<file path="src/design/plls_pkg.sv">
// Shared types and constants for the probe least-loaded selector.
// Used by plls_cell and probe_least_loaded_selector; no dependencies.
package plls_pkg;

	localparam int KIND_W     = 3;
	localparam int ENTRY_W    = 3;
	localparam int NUM_NB_W   = 4;
	localparam int CFG_ADDR_W = 3;
	localparam int CFG_DATA_W = 32;

	// register index lives in paddr[2]
	localparam logic CFG_REG_NUM_NEIGHBORS = 1'b0;
	localparam logic [NUM_NB_W-1:0] NUM_NB_RESET = 4'd1;

	typedef enum logic [KIND_W-1:0] {
		KIND_START    = 3'd0,
		KIND_SET_PORT = 3'd1,
		KIND_RESPONSE = 3'd2,
		KIND_FORCE    = 3'd3,
		KIND_SELECT   = 3'd4
	} kind_t;

	// operation broadcast to every cell for the word in flight
	typedef struct packed {
		logic clear;
		logic set_port;
		logic resp;
	} cell_op_t;

	// token handed from cell to cell
	typedef struct packed {
		logic valid;
		logic found;
		logic all_ans;
		logic hi_valid;
		logic lo_valid;
	} tok_t;

endpackage

</file>
<file path="src/design/plls_cell.sv">
// One neighbor slot: port entry, load, answered mark, and the running
// minimum trackers passed to the next cell. Depends on plls_pkg.
module plls_cell #(
	parameter int IDX           = 0,
	parameter int MAX_NEIGHBORS = 8,
	parameter int PORT_BITS     = 16,
	parameter int LOAD_BITS     = 16,
	localparam int NW = $clog2(MAX_NEIGHBORS + 1),
	localparam int RW = (MAX_NEIGHBORS > 1) ? $clog2(MAX_NEIGHBORS) : 1
) (
	input  logic                             clk,
	input  logic                             arst_n,
	input  plls_pkg::cell_op_t               op,
	input  logic [plls_pkg::ENTRY_W-1:0]     entry_index,
	input  logic [PORT_BITS-1:0]             port_id,
	input  logic [LOAD_BITS-1:0]             load_value,
	input  logic [NW-1:0]                    n_slots,
	input  logic [RW-1:0]                    start,
	input  plls_pkg::tok_t                   tok_in,
	input  logic [LOAD_BITS-1:0]             hi_min_in,
	input  logic [PORT_BITS-1:0]             hi_port_in,
	input  logic [LOAD_BITS-1:0]             lo_min_in,
	input  logic [PORT_BITS-1:0]             lo_port_in,
	output plls_pkg::tok_t                   tok_out,
	output logic [LOAD_BITS-1:0]             hi_min_out,
	output logic [PORT_BITS-1:0]             hi_port_out,
	output logic [LOAD_BITS-1:0]             lo_min_out,
	output logic [PORT_BITS-1:0]             lo_port_out
);

	logic [PORT_BITS-1:0] port_q;
	logic [LOAD_BITS-1:0] load_q;
	logic                 ans_q;

	plls_pkg::tok_t       tok_q;
	logic [LOAD_BITS-1:0] hi_min_q;
	logic [PORT_BITS-1:0] hi_port_q;
	logic [LOAD_BITS-1:0] lo_min_q;
	logic [PORT_BITS-1:0] lo_port_q;

	logic                 in_use;
	logic                 upper;
	logic                 hit;
	logic                 ans_n;
	logic [LOAD_BITS-1:0] load_n;
	logic                 take_hi;
	logic                 take_lo;

	assign in_use  = NW'(IDX) < n_slots;
	assign upper   = RW'(IDX) >= start;
	assign hit     = op.resp && in_use && !tok_in.found && (port_q == port_id);
	assign ans_n   = op.clear ? 1'b0 : (ans_q | hit);
	assign load_n  = hit ? load_value : load_q;
	assign take_hi = in_use && ans_n && upper && (!tok_in.hi_valid || load_n < hi_min_in);
	assign take_lo = in_use && ans_n && !upper && (!tok_in.lo_valid || load_n < lo_min_in);

	always_ff @(posedge clk or negedge arst_n) begin
		if (!arst_n) begin
			tok_q <= '0;
			ans_q <= 1'b0;
		end else begin
			tok_q.valid    <= tok_in.valid;
			tok_q.found    <= tok_in.found | hit;
			tok_q.all_ans  <= tok_in.all_ans & (ans_n | !in_use);
			tok_q.hi_valid <= tok_in.hi_valid | take_hi;
			tok_q.lo_valid <= tok_in.lo_valid | take_lo;
			if (tok_in.valid) begin
				ans_q <= ans_n;
			end
		end
	end

	always_ff @(posedge clk) begin
		if (tok_in.valid && hit) begin
			load_q <= load_value;
		end
		if (tok_in.valid && op.set_port && (int'(entry_index) == IDX)) begin
			port_q <= port_id;
		end
		hi_min_q  <= take_hi ? load_n : hi_min_in;
		hi_port_q <= take_hi ? port_q : hi_port_in;
		lo_min_q  <= take_lo ? load_n : lo_min_in;
		lo_port_q <= take_lo ? port_q : lo_port_in;
	end

	assign tok_out     = tok_q;
	assign hi_min_out  = hi_min_q;
	assign hi_port_out = hi_port_q;
	assign lo_min_out  = lo_min_q;
	assign lo_port_out = lo_port_q;

endmodule

</file>
<file path="src/design/probe_least_loaded_selector.sv">
// Probe least-loaded selector: a row of MAX_NEIGHBORS slot cells that a
// token walks through, one cell per cycle. Depends on plls_pkg, plls_cell.
//
// Each input word (start, set port, response, force, select) is taken when
// the block is idle and sent down the cell row; every cell updates its slot
// as the token passes and folds its load into the running minimum. One
// result word comes out per input word; no new word is taken until the
// result of the last one has been handed to the output. A select issued
// after num_neighbors was lowered below the rotation point stays in the
// wrap state, subtracting the slot count from the rotation until it is
// back in range. num_neighbors is written through the APB port at byte
// address 0; 0 acts as 1 and values above MAX_NEIGHBORS act as
// MAX_NEIGHBORS.
module probe_least_loaded_selector #(
	parameter int MAX_NEIGHBORS = 8,
	parameter int PORT_BITS     = 16,
	parameter int LOAD_BITS     = 16
) (
	input  logic                                clk,
	input  logic                                arst_n,
	input  logic                                psel,
	input  logic                                penable,
	input  logic                                pwrite,
	input  logic [plls_pkg::CFG_ADDR_W-1:0]     paddr,
	input  logic [plls_pkg::CFG_DATA_W-1:0]     pwdata,
	output logic [plls_pkg::CFG_DATA_W-1:0]     prdata,
	output logic                                pready,
	input  logic                                in_valid,
	output logic                                in_stall,
	input  logic [plls_pkg::KIND_W-1:0]         kind,
	input  logic [plls_pkg::ENTRY_W-1:0]        entry_index,
	input  logic [PORT_BITS-1:0]                port_id,
	input  logic [LOAD_BITS-1:0]                load_value,
	output logic                                out_valid,
	input  logic                                out_stall,
	output logic                                probe_complete,
	output logic [LOAD_BITS-1:0]                lowest_load,
	output logic                                lowest_valid,
	output logic [PORT_BITS-1:0]                chosen_port,
	output logic                                chosen_valid
);

	localparam int NW = $clog2(MAX_NEIGHBORS + 1);
	localparam int RW = (MAX_NEIGHBORS > 1) ? $clog2(MAX_NEIGHBORS) : 1;

	typedef enum logic [1:0] {
		ST_IDLE,
		ST_WRAP,
		ST_PASS,
		ST_EMIT
	} state_t;

	state_t                                state_q;
	logic [plls_pkg::NUM_NB_W-1:0]         num_q;
	plls_pkg::kind_t                       kind_q;
	logic [NW-1:0]                         n_q;
	logic [RW-1:0]                         rot_q;
	logic                                  complete_q;
	logic                                  ovalid_q;

	logic [plls_pkg::ENTRY_W-1:0]          item_entry_q;
	logic [PORT_BITS-1:0]                  item_port_q;
	logic [LOAD_BITS-1:0]                  item_load_q;

	logic [LOAD_BITS-1:0]                  res_load_q;
	logic                                  res_lvalid_q;
	logic [PORT_BITS-1:0]                  res_port_q;
	logic                                  res_cvalid_q;

	logic                                  probe_complete_q;
	logic [LOAD_BITS-1:0]                  lowest_load_q;
	logic                                  lowest_valid_q;
	logic [PORT_BITS-1:0]                  chosen_port_q;
	logic                                  chosen_valid_q;

	plls_pkg::tok_t                        tok_w [0:MAX_NEIGHBORS];
	logic [LOAD_BITS-1:0]                  hi_min_w [0:MAX_NEIGHBORS];
	logic [PORT_BITS-1:0]                  hi_port_w [0:MAX_NEIGHBORS];
	logic [LOAD_BITS-1:0]                  lo_min_w [0:MAX_NEIGHBORS];
	logic [PORT_BITS-1:0]                  lo_port_w [0:MAX_NEIGHBORS];

	plls_pkg::cell_op_t                    op;
	plls_pkg::tok_t                        tok_end;
	logic [NW-1:0]                         n_clamp;
	logic                                  wrap_need;
	logic [NW-1:0]                         rot_inc;
	logic [RW-1:0]                         rot_next;
	logic                                  pick_hi;
	logic                                  any_end;
	logic                                  cplt_n;
	logic                                  emit_go;
	logic                                  cfg_wr;

	// configuration port
	assign pready = 1'b1;
	assign cfg_wr = psel && penable && pwrite && pready;

	always_ff @(posedge clk or negedge arst_n) begin
		if (!arst_n) begin
			num_q <= plls_pkg::NUM_NB_RESET;
		end else if (cfg_wr && (paddr[2] == plls_pkg::CFG_REG_NUM_NEIGHBORS)) begin
			num_q <= pwdata[plls_pkg::NUM_NB_W-1:0];
		end
	end

	assign prdata = (paddr[2] == plls_pkg::CFG_REG_NUM_NEIGHBORS) ?
		plls_pkg::CFG_DATA_W'(num_q) : '0;

	always_comb begin
		if (num_q == '0) begin
			n_clamp = NW'(1);
		end else if (int'(num_q) > MAX_NEIGHBORS) begin
			n_clamp = NW'(MAX_NEIGHBORS);
		end else begin
			n_clamp = NW'(num_q);
		end
	end

	// cell row
	assign op.clear    = (kind_q == plls_pkg::KIND_START);
	assign op.set_port = (kind_q == plls_pkg::KIND_SET_PORT);
	assign op.resp     = (kind_q == plls_pkg::KIND_RESPONSE);

	assign wrap_need = (kind_q == plls_pkg::KIND_SELECT) && (NW'(rot_q) >= n_q);

	assign tok_w[0].valid    = (state_q == ST_WRAP) && !wrap_need;
	assign tok_w[0].found    = 1'b0;
	assign tok_w[0].all_ans  = 1'b1;
	assign tok_w[0].hi_valid = 1'b0;
	assign tok_w[0].lo_valid = 1'b0;
	assign hi_min_w[0]       = '0;
	assign hi_port_w[0]      = '0;
	assign lo_min_w[0]       = '0;
	assign lo_port_w[0]      = '0;

	for (genvar i = 0; i < MAX_NEIGHBORS; i++) begin : g_cell
		plls_cell #(
			.IDX           (i),
			.MAX_NEIGHBORS (MAX_NEIGHBORS),
			.PORT_BITS     (PORT_BITS),
			.LOAD_BITS     (LOAD_BITS)
		) u_cell (
			.clk         (clk),
			.arst_n      (arst_n),
			.op          (op),
			.entry_index (item_entry_q),
			.port_id     (item_port_q),
			.load_value  (item_load_q),
			.n_slots     (n_q),
			.start       (rot_q),
			.tok_in      (tok_w[i]),
			.hi_min_in   (hi_min_w[i]),
			.hi_port_in  (hi_port_w[i]),
			.lo_min_in   (lo_min_w[i]),
			.lo_port_in  (lo_port_w[i]),
			.tok_out     (tok_w[i+1]),
			.hi_min_out  (hi_min_w[i+1]),
			.hi_port_out (hi_port_w[i+1]),
			.lo_min_out  (lo_min_w[i+1]),
			.lo_port_out (lo_port_w[i+1])
		);
	end

	// end of row: merge the two rotation segments
	assign tok_end = tok_w[MAX_NEIGHBORS];
	assign pick_hi = tok_end.hi_valid &&
		(!tok_end.lo_valid || hi_min_w[MAX_NEIGHBORS] <= lo_min_w[MAX_NEIGHBORS]);
	assign any_end = tok_end.hi_valid || tok_end.lo_valid;

	assign rot_inc  = NW'(rot_q) + NW'(1);
	assign rot_next = (rot_inc == n_q) ? '0 : RW'(rot_inc);

	always_comb begin
		cplt_n = complete_q;
		case (kind_q)
			plls_pkg::KIND_START: begin
				cplt_n = 1'b0;
			end
			plls_pkg::KIND_RESPONSE: begin
				if (tok_end.found && !complete_q) begin
					cplt_n = tok_end.all_ans;
				end
			end
			plls_pkg::KIND_FORCE: begin
				cplt_n = 1'b1;
			end
			default: begin
			end
		endcase
	end

	assign emit_go  = (state_q == ST_EMIT) && (!ovalid_q || !out_stall);
	assign in_stall = (state_q != ST_IDLE);

	always_ff @(posedge clk or negedge arst_n) begin
		if (!arst_n) begin
			state_q    <= ST_IDLE;
			kind_q     <= plls_pkg::KIND_START;
			n_q        <= NW'(1);
			rot_q      <= '0;
			complete_q <= 1'b0;
			ovalid_q   <= 1'b0;
		end else begin
			if (emit_go) begin
				ovalid_q <= 1'b1;
			end else if (!out_stall) begin
				ovalid_q <= 1'b0;
			end
			case (state_q)
				ST_IDLE: begin
					if (in_valid) begin
						kind_q  <= plls_pkg::kind_t'(kind);
						n_q     <= n_clamp;
						state_q <= ST_WRAP;
					end
				end
				ST_WRAP: begin
					if (wrap_need) begin
						rot_q <= RW'(NW'(rot_q) - n_q);
					end else begin
						state_q <= ST_PASS;
					end
				end
				ST_PASS: begin
					if (tok_end.valid) begin
						complete_q <= cplt_n;
						if (kind_q == plls_pkg::KIND_SELECT) begin
							rot_q <= rot_next;
						end
						state_q <= ST_EMIT;
					end
				end
				ST_EMIT: begin
					if (emit_go) begin
						state_q <= ST_IDLE;
					end
				end
				default: begin
					state_q <= ST_IDLE;
				end
			endcase
		end
	end

	always_ff @(posedge clk) begin
		if ((state_q == ST_IDLE) && in_valid) begin
			item_entry_q <= entry_index;
			item_port_q  <= port_id;
			item_load_q  <= load_value;
		end
		if ((state_q == ST_PASS) && tok_end.valid) begin
			res_lvalid_q <= any_end;
			res_load_q   <= !any_end ? '0 :
				(pick_hi ? hi_min_w[MAX_NEIGHBORS] : lo_min_w[MAX_NEIGHBORS]);
			res_cvalid_q <= (kind_q == plls_pkg::KIND_SELECT) && any_end;
			res_port_q   <= !((kind_q == plls_pkg::KIND_SELECT) && any_end) ? '0 :
				(pick_hi ? hi_port_w[MAX_NEIGHBORS] : lo_port_w[MAX_NEIGHBORS]);
		end
		if (emit_go) begin
			probe_complete_q <= complete_q;
			lowest_load_q    <= res_load_q;
			lowest_valid_q   <= res_lvalid_q;
			chosen_port_q    <= res_port_q;
			chosen_valid_q   <= res_cvalid_q;
		end
	end

	assign out_valid      = ovalid_q;
	assign probe_complete = probe_complete_q;
	assign lowest_load    = lowest_load_q;
	assign lowest_valid   = lowest_valid_q;
	assign chosen_port    = chosen_port_q;
	assign chosen_valid   = chosen_valid_q;

`ifndef SYNTH
	a_tok_end_in_pass: assert property (@(posedge clk) disable iff (!arst_n)
		tok_end.valid |-> state_q == ST_PASS)
		else $error("token left the cell row outside the pass state");

	a_rot_in_range: assert property (@(posedge clk) disable iff (!arst_n)
		(state_q == ST_PASS) && tok_end.valid && (kind_q == plls_pkg::KIND_SELECT)
		|=> NW'(rot_q) < n_q)
		else $error("rotation not below slot count after select");

	a_chosen_has_min: assert property (@(posedge clk) disable iff (!arst_n)
		out_valid && chosen_valid |-> lowest_valid)
		else $error("chosen port without an answered minimum");

	a_no_load_without_answer: assert property (@(posedge clk) disable iff (!arst_n)
		out_valid && !lowest_valid |-> lowest_load == '0)
		else $error("lowest load nonzero with no answers");
`endif

endmodule

</file>
<file path="config.mk">
export PLATFORM = sky130hd
export DESIGN_NAME = probe_least_loaded_selector
export DESIGN_NICKNAME = d
export VERILOG_FILES = /design/src/design/plls_pkg.sv /design/src/design/plls_cell.sv /design/src/design/probe_least_loaded_selector.sv
export SDC_FILE = /design/constraint.sdc
export NUM_CORES = 1
export LEC_CHECK = 0
export BUFFER_PORTS_ARGS = -buffer_cell sky130_fd_sc_hd__buf_4
export CAP_MARGIN = 40
export CORE_ASPECT_RATIO = 1.1
export CORE_UTILIZATION = 52
export DETAILED_ROUTE_END_ITERATION = 10
export PLACE_DENSITY = 0.74
export SLEW_MARGIN = 15
export SYNTH_ARGS = -nofsm -noshare
export SYNTH_HDL_FRONTEND = slang
export SYNTH_SLANG_ARGS = --single-unit
</file>
<file path="constraint.sdc">
create_clock -name clk -period 4.3 [get_ports clk]
set_clock_uncertainty 0.05 [all_clocks]
set_input_delay 0.645 -clock clk [delete_from_list [all_inputs] [get_ports clk]]
set_output_delay 0.645 -clock clk [all_outputs]
set_load 0.01 [all_outputs]
</file>
==> reports/results.tsv, run 1 <==
stage	metric	value	unit
synthesis	dominant synthesized flop cell	dfxtp_1	
floorplan	initial core utilization	52.4	%
floorplan	Cell Rows	105	
sta	Slew @ Worst Pin	0.978	ns
synthesis	compound-cell area share of the yosys netlist	4.43	%
hold_path	Hold Path Sink	item_port_q[5]$_DFFE_PP_	
synthesis	main combinational cell family by area after synthesis	multiplexers	
route	vias	25300	
clock_network	clock buffer depth	3	
route	vias per cell	5.51	
worst_setup_path	WS Path Type	reg2reg	
worst_setup_path	reg2reg path depth	23	
sta	RSZ-0062 raised after global routing	yes	
worst_setup_path	worst reg2reg path endpoint	g_cell[2].u_cell.hi_port_out[13]$_DFF_P_	
floorplan	DIE AREA	76200	um^2
clock_network	H-tree depth	3	
place	Post-DP HPWL	66.5	mm
final_layout	NumNets Final	3858	
synthesis	area of the mapped netlist	39100	um^2
route	DR pass1 iterations	5	
sta	Pins Over Slew Limit	0	
clock_network	root buffer cell	clkbuf_16	
hold_path	hold path cells	1	
power	Leak	20.4	nW
power	Peak VDD IR	306	uV
route	drt drc	0	
worst_setup_path	Critical Path End Type	flop	
final_layout	share of layout cells above drive strength 1	40.9	%
synthesis	multiplexer share of the synthesized area	16.3	%
sta	Final period util	110	%
place	PortBufs	90	
power	power density over cell area	403	nW/um^2
worst_setup_path	Reg2Reg Setup Slack	-0.41	ns
synthesis	synthesized instance count	2977	
synthesis	fraction of registers with async set/reset	7.04	%
floorplan	I/O pin count	150	
worst_setup_path	RR Startpoint	item_port_q[7]$_DFFE_PP_	
synthesis	Synth Warn #	0	
synthesis	Post-synth top cells	512 x dfxtp_1, 503 x mux2_2, 360 x edfxtp_1	
synthesis	Synth top area share	27.7	%
hold_path	hold wc startpoint	port_id[5]	
synthesis	Synth Area in Simple Gates	6.90	%
worst_setup_path	crit path max fanout	8	
synthesis	Synth Area in Adders	7.16	%
route	ANT nets after route	0	
floorplan	Core ar.	74500	um^2
global_route	first-pass GRT wire length	151	mm
floorplan	Die H	289	um
route	Routed WL per cell	22.8	um
global_route	vias in the first global route	26500	
sta	post-route minimum period	4.71	ns
global_route	GRT overflow	0	
synthesis	Post-synth EDFFs	360	
flow_run	max-cap viol count	0	
synthesis	post-synthesis xor/xnor area fraction	2.98	%
floorplan	Die Span X	263	um
global_route	largest net degree at the start of global routing	47	
synthesis	synth unique cells	85	
route	DR iter-0 viols	1749	
final_layout	fin util	69.6	%
status	failing checks	negative setup slack	
sta	final worst slack	-0.409	ns
place	routability congestion estimate	0.909	
status	status	finished, violations left	
clock_network	CTS sink count	938	
worst_setup_path	critical path data arrival time	5.20	ns
synthesis	Mapped Avg Cell Area	13.1	um^2
hold_path	Hold Crit Class	in2reg	
synthesis	Synth Register Bits	938	
synthesis	Area contributors post-synth	edfxtp_1 28%, dfxtp_1 26%, mux2_2 14%, ha_1 7.1%, dfrtp_1 4.1%	
place	DP Area	43500	um^2
sta	Setup Viol. Count Final	416	
sta	headroom to the max-slew limit	33.9	%
clock_network	clk_lat worst skew	0.66	ns
final_layout	Area growth, synth to finish	32.7	%
route	Detailed Route WL	105	mm
global_route	initial antenna violation count	1	
synthesis	Seq/Total Area, Yosys	58.1	%
clock_network	Reg clk slew, reported paths	0.06	ns
clock_network	TritonCTS clock tree	done	
global_route	total track usage	25.9	%
clock_network	TritonCTS buffer count	91	
final_layout	Filler Cell Count	4766	
worst_setup_path	CP required	4.79	ns
sta	Final Hold Vio Count	0	
synthesis	count leader, synth	dfxtp_1	
worst_setup_path	crit path launch type	flop	
synthesis	largest area contributor in the netlist	edfxtp_1	
sta	Post-Route Setup TNS	-84.43	ns
final_layout	Post-Layout Inst Area	51800	um^2
sta	Max Freq	0.212	GHz
[worst max-delay path by stage]
stage                         startpoint                                  endpoint  slack [ns]  cells after the start
6_report        item_port_q[7]$_DFFE_PP_  g_cell[2].u_cell.hi_port_out[13]$_DFF_P_       -0.41                     23
5_1_grt         item_port_q[7]$_DFFE_PP_  g_cell[2].u_cell.hi_port_out[13]$_DFF_P_       -0.51                     23
4_1_cts            kind_q[0]$_DFFE_PN0P_  g_cell[3].u_cell.lo_port_out[10]$_DFF_P_       -0.25                     18
3_5_place_dp    item_port_q[0]$_DFFE_PP_   g_cell[5].u_cell.hi_port_out[3]$_DFF_P_       -0.33                     18
3_3_place_gp    item_port_q[0]$_DFFE_PP_   g_cell[5].u_cell.hi_port_out[1]$_DFF_P_       -0.33                     18
2_1_floorplan  item_port_q[10]$_DFFE_PP_    g_cell[4].u_cell.hi_min_out[0]$_DFF_P_       -0.12                     17
[layout make-up]
type                    count  area, um^2  area share [%]
flip-flops and latches    938       22700            43.8
clock inverters            31         387           0.746
multi-input cells        1709       18200            35.1
inverters                 243         915            1.76
diodes                      1        2.50         0.00483
clock buffers             141        2700            5.21
well taps                 963        1200            2.32
repair buffers            572        5700            11.0
[state kept, by name (all words and copies together), names as in the netlist, 2 cells and up]
| signal | cells |
|---|---|
| lowest_load | 16 |
| g_cell.u_cell.hi_min_out | 128 |
| g_cell.u_cell.hi_port_out | 128 |
| rot_q | 3 |
| res_load_q | 16 |
| n_q | 4 |
| chosen_port | 16 |
| item_entry_q | 3 |
| res_port_q | 16 |
| item_load_q | 16 |
| item_port_q | 16 |
| state_q | 2 |
| g_cell.u_cell.lo_min_out | 128 |
| g_cell.u_cell.port_q | 128 |
| g_cell.u_cell.load_q | 128 |
| g_cell.u_cell.ans_q | 8 |
| num_q | 4 |
| g_cell.u_cell.tok_out | 40 |
| g_cell.u_cell.lo_port_out | 128 |
| kind_q | 3 |
[layer usage]
metal	global-route usage, %	wire (um)	share of wire (%)
met1	30.9	40900	39
met2	46.2	53400	51
met3	3.04	4640	4.4
met4	13.6	5770	5.5
met5	0	13	0.012
[where the power goes]
group          internal [mW]  total, mW  leakage [nW]  switching, mW
Clock                   4.73       8.15          1.51           3.42
Sequential              9.69       10.0          8.26          0.314
Combinational           1.11       2.73          10.6           1.62
[cell usage in the layout (no fill, tap or decap), types with 18 or more instances in the layout]
| master | netlist | layout |
|---|---|---|
| dfxtp_1 | 512 | 512 |
| buf_4 | 45 | 426 |
| edfxtp_1 | 360 | 360 |
| mux2_4 | 0 | 333 |
| inv_1 | 242 | 240 |
| mux2_2 | 503 | 183 |
| ha_1 | 222 | 151 |
| nor2_1 | 112 | 107 |
| clkbuf_16 | 0 | 105 |
| nand2_1 | 91 | 82 |
| xor2_1 | 86 | 69 |
| ha_4 | 0 | 66 |
| dfrtp_1 | 64 | 64 |
| buf_6 | 6 | 61 |
| mux2i_1 | 54 | 54 |
| a21o_1 | 46 | 45 |
| nand4_1 | 41 | 41 |
| a21oi_1 | 71 | 41 |
| buf_12 | 0 | 37 |
| and2_1 | 34 | 34 |
| clkbuf_1 | 26 | 31 |
| xnor2_1 | 47 | 30 |
| conb_1 | 2 | 29 |
| a21oi_2 | 1 | 28 |
| o21ai_0 | 53 | 28 |
| o21ai_1 | 4 | 24 |
| nor4_1 | 38 | 23 |
| nor2b_1 | 22 | 21 |
| nand3_1 | 30 | 20 |
| buf_16 | 0 | 20 |
| nor3_1 | 27 | 18 |
[timing repair]
action | CTS | global route
resized for setup | 408 | 300
pin swaps | 79 | 58
setup buffers | 83 | 40
hold buffers | 1 | 0
hold endpoints to repair | 19 | 0
endpoints found under the setup margin | 416 | 416
gates cloned | 29 | 9
[kinds of logic after synthesis]
family                   count (synthesis)
AO/OA/AOI/OAI                          264
multiplexers                           571
AND/OR/NAND/NOR                        489
XOR/XNOR                               133
buffers and inverters                  357
other                                    2
flip-flops                             938
adder cells (fa/ha/maj)                223
[worst max-delay path, cell delays in order, from the launching register on]
cell      delay [ns]
edfxtp_1        0.40
buf_8           0.16
buf_8           0.13
buf_12          0.12
xor2_4          0.19
nor4_4          0.37
nand4_1         0.20
nor4_4          0.21
buf_6           0.17
buf_12          0.13
buf_6           0.11
mux2_4          0.33
ha_4            0.26
a21oi_2         0.13
nor2b_1         0.05
o21ai_1         0.18
a21oi_1         0.11
nor2_1          0.18
o21ai_2         0.10
nand4b_1        0.21
buf_4           0.17
buf_6           0.13
buf_12          0.15
mux2_4          0.32
[through the flow]
| stage | cells | hold slack, ns | setup WS (ns) | power, mW |
|---|---|---|---|---|
| finish | 4598 | 0.103 | -0.409 | 20.9 |
| global placement | 4269 | 0.269 | -0.335 | 12.3 |
| CTS | 4556 | 0.0693 | -0.247 | 20.7 |
| floorplan | 3004 | 0.260 | -0.117 | 11.2 |
| global route | 4597 | 0.0886 | -0.512 | 21.5 |
| detailed placement | 4274 | 0.263 | -0.329 | 12.5 |
Power figures use the tool's default switching activity.
==> run 2: changes to the inputs <==
- CORE_UTILIZATION: 52 -> 56
- PLACE_DENSITY: 0.74 -> 0.78
- SLEW_MARGIN: 15 -> 40
==> reports/results.tsv, run 2 (synthesis gave the netlist of run 1 again) <==
stage	metric	value	unit	change
sta	Pins Over Slew Limit	0		unchanged
clock_network	clk_lat worst skew	0.65	ns	about the same
final_layout	commonest non-fill, non-tap cell in the layout	dfxtp_1		
sta	Post-Route Setup TNS	-84.33	ns	+0.0970 ns
route	Detailed Route WL	96.3	mm	-8.0%
sta	post-route minimum period	4.76	ns	+0.0523 ns
place	Post-DP HPWL	64.2	mm	-3.4%
global_route	largest net degree at the start of global routing	67		+43%
sta	final hold slack	0.116	ns	+0.0125 ns
clock_network	root buffer cell	clkbuf_16		
route	DR pass1 iterations	5		unchanged
global_route	first-pass GRT wire length	140	mm	-7.5%
hold_path	Hold Path Sink	item_port_q[2]$_DFFE_PP_		
sta	RSZ-0062 raised after global routing	yes		
floorplan	Cell Rows	101		-3.8%
worst_setup_path	WS Path Type	reg2reg		
global_route	grt met3 use	3.53	%	+0.49 points
floorplan	Die H	279	um	-3.6%
worst_setup_path	reg2reg path depth	20		-13%
floorplan	Core ar.	69000	um^2	-7.4%
sta	Setup Viol. Count Final	408		-1.9%
route	Routed WL per cell	21.5	um	-5.7%
global_route	total track usage	25.5	%	-0.44 points
clock_network	clock buffer depth	3		unchanged
worst_setup_path	crit path max fanout	6		-2
hold_path	hold wc startpoint	port_id[2]		
worst_setup_path	Reg2Reg Setup Slack	-0.46	ns	-0.05 ns
global_route	vias in the first global route	25700		-3.1%
worst_setup_path	CP required	4.77	ns	-0.02 ns
sta	Final Hold Vio Count	0		unchanged
power	Peak VDD IR	346	uV	+13%
clock_network	H-tree depth	3		unchanged
worst_setup_path	worst reg2reg path endpoint	g_cell[1].u_cell.lo_min_out[0]$_DFF_P_		
route	ANT nets after route	0		unchanged
worst_setup_path	RR Startpoint	kind_q[0]$_DFFE_PN0P_		
worst_setup_path	critical path data arrival time	5.23	ns	+0.03 ns
clock_network	CTS sink count	938		unchanged
place	pre-CTS setup slack	-0.342	ns	-0.0136 ns
final_layout	share of layout cells above drive strength 1	37.5	%	-3.4 points
route	drt drc	0		unchanged
clock_network	TritonCTS buffer count	91		unchanged
route	vias	24800		-2.2%
final_layout	Area growth, synth to finish	26.1	%	
final_layout	NumNets Final	3782		-2.0%
floorplan	I/O pin count	150		unchanged
clock_network	TritonCTS clock tree	done		
place	routability congestion estimate	0.923		+1.5%
worst_setup_path	crit path launch type	flop		
global_route	grt met1 use	31.5	%	+0.64 points
global_route	GRT busiest layer	met2		
final_layout	Filler Cell Count	4357		-8.6%
global_route	initial antenna violation count	1		unchanged
hold_path	Hold Crit Class	in2reg		
final_layout	Seq. cell area	22700	um^2	unchanged
power	power density over cell area	415	nW/um^2	+3.0%
sta	Final period util	111	%	+1.2 points
place	Placed Instances	4218		-1.3%
route	DR iter-0 viols	1622		-7.3%
final_layout	# diodes	0		-1
power	Leak	19.5	nW	-4.5%
global_route	met2 usage	43.8	%	-2.5 points
sta	Max Freq	0.210	GHz	-1.1%
clock_network	Reg clk slew, reported paths	0.06	ns	about the same
global_route	GRT overflow	0		unchanged
final_layout	final std cells w/o fill	4485		-2.5%
final_layout	most frequent cells in the layout	512 x dfxtp_1, 398 x buf_4, 360 x edfxtp_1		
status	status	finished, violations left		
place	PortBufs	90		unchanged
floorplan	DIE AREA	70800	um^2	-7.1%
sta	final worst slack	-0.461	ns	-0.0523 ns
status	failing checks	negative setup slack		
floorplan	initial core utilization	56.6	%	+4.2 points
floorplan	Die Span X	254	um	-3.6%
power	Final Power	20.5	mW	-2.1%
flow_run	max-cap viol count	0		unchanged
route	vias per cell	5.53		+0.30%
sta	headroom to the max-slew limit	45.1	%	+11 points
worst_setup_path	Critical Path End Type	flop		
hold_path	hold path cells	1		unchanged
final_layout	multi-input combinational cell area	16800	um^2	-7.8%
sta	Slew @ Worst Pin	0.824	ns	-0.154 ns
-- run 2: how the worst max path moves through the flow --
stage	start	to	cells after the start
2_1_floorplan	item_port_q[10]$_DFFE_PP_	g_cell[4].u_cell.hi_min_out[0]$_DFF_P_	17
3_3_place_gp	kind_q[2]$_DFFE_PN0P_	g_cell[5].u_cell.hi_min_out[7]$_DFF_P_	17
3_5_place_dp	item_port_q[1]$_DFFE_PP_	g_cell[1].u_cell.lo_min_out[13]$_DFF_P_	18
4_1_cts	item_port_q[6]$_DFFE_PP_	g_cell[7].u_cell.hi_port_out[15]$_DFF_P_	22
5_1_grt	kind_q[0]$_DFFE_PN0P_	g_cell[1].u_cell.lo_min_out[0]$_DFF_P_	20
6_report	kind_q[0]$_DFFE_PN0P_	g_cell[1].u_cell.lo_min_out[0]$_DFF_P_	20
-- run 2: timing repair --
| item | CTS | global route |
|---|---|---|
| hold buffers | 1 | 0 |
| setup buffers | 33 | 42 |
| pin swaps | 17 | 64 |
| hold endpoints to repair | 37 | 0 |
| gates resized for setup | 93 | 278 |
| gates cloned | 8 | 13 |
| setup endpoints to repair | 416 | 416 |
-- run 2: critical path, cell delays in order (launching register included) --
cell	delay, ns
dfrtp_1	0.39
or3b_4	0.46
buf_6	0.16
nor4_4	0.27
nand4b_1	0.18
nor2_2	0.16
buf_6	0.18
buf_8	0.15
mux2_4	0.32
ha_4	0.16
a21o_1	0.17
a21oi_2	0.19
o32ai_2	0.10
o31ai_1	0.32
buf_4	0.19
o211ai_1	0.14
nor3_2	0.17
a21o_2	0.22
buf_6	0.16
clkbuf_16	0.17
mux2_4	0.30
-- run 2: stage by stage --
| stage | util, % | instance area (um^2) |
|---|---|---|
| finish | 71.4 | 49300 |
| global route | 71.4 | 49300 |
| CTS | 68.7 | 47400 |
| detailed placement | 62.8 | 43400 |
| global placement | 62.8 | 43300 |
| floorplan | - | 39700 |
-- run 2: power breakdown --
part	switching (mW)	internal, mW
clock network	3.36	4.54
registers	0.306	9.69
logic	1.53	1.03
-- run 2: final cells by class --
| class | instances | area share, % |
|---|---|---|
| Multi-Input combinational cell | 1709 | 34.1 |
| Inverter | 243 | 1.86 |
| Clock inverter | 39 | 0.716 |
| Clock buffer | 133 | 5.44 |
| Tap cell | 927 | 2.35 |
| Sequential cell | 938 | 46.1 |
| Timing Repair Buffer | 496 | 9.44 |
-- run 2: layer usage --
layer | part of all wire [%] | routed length [um] | vias to the layer above
met2 | 50 | 48500 | 809
met3 | 4.7 | 4540 | 281
met4 | 4.9 | 4740 | 0
li1 | - | - | 11500
met5 | 0 | 0 | -
met1 | 40 | 38600 | 12200
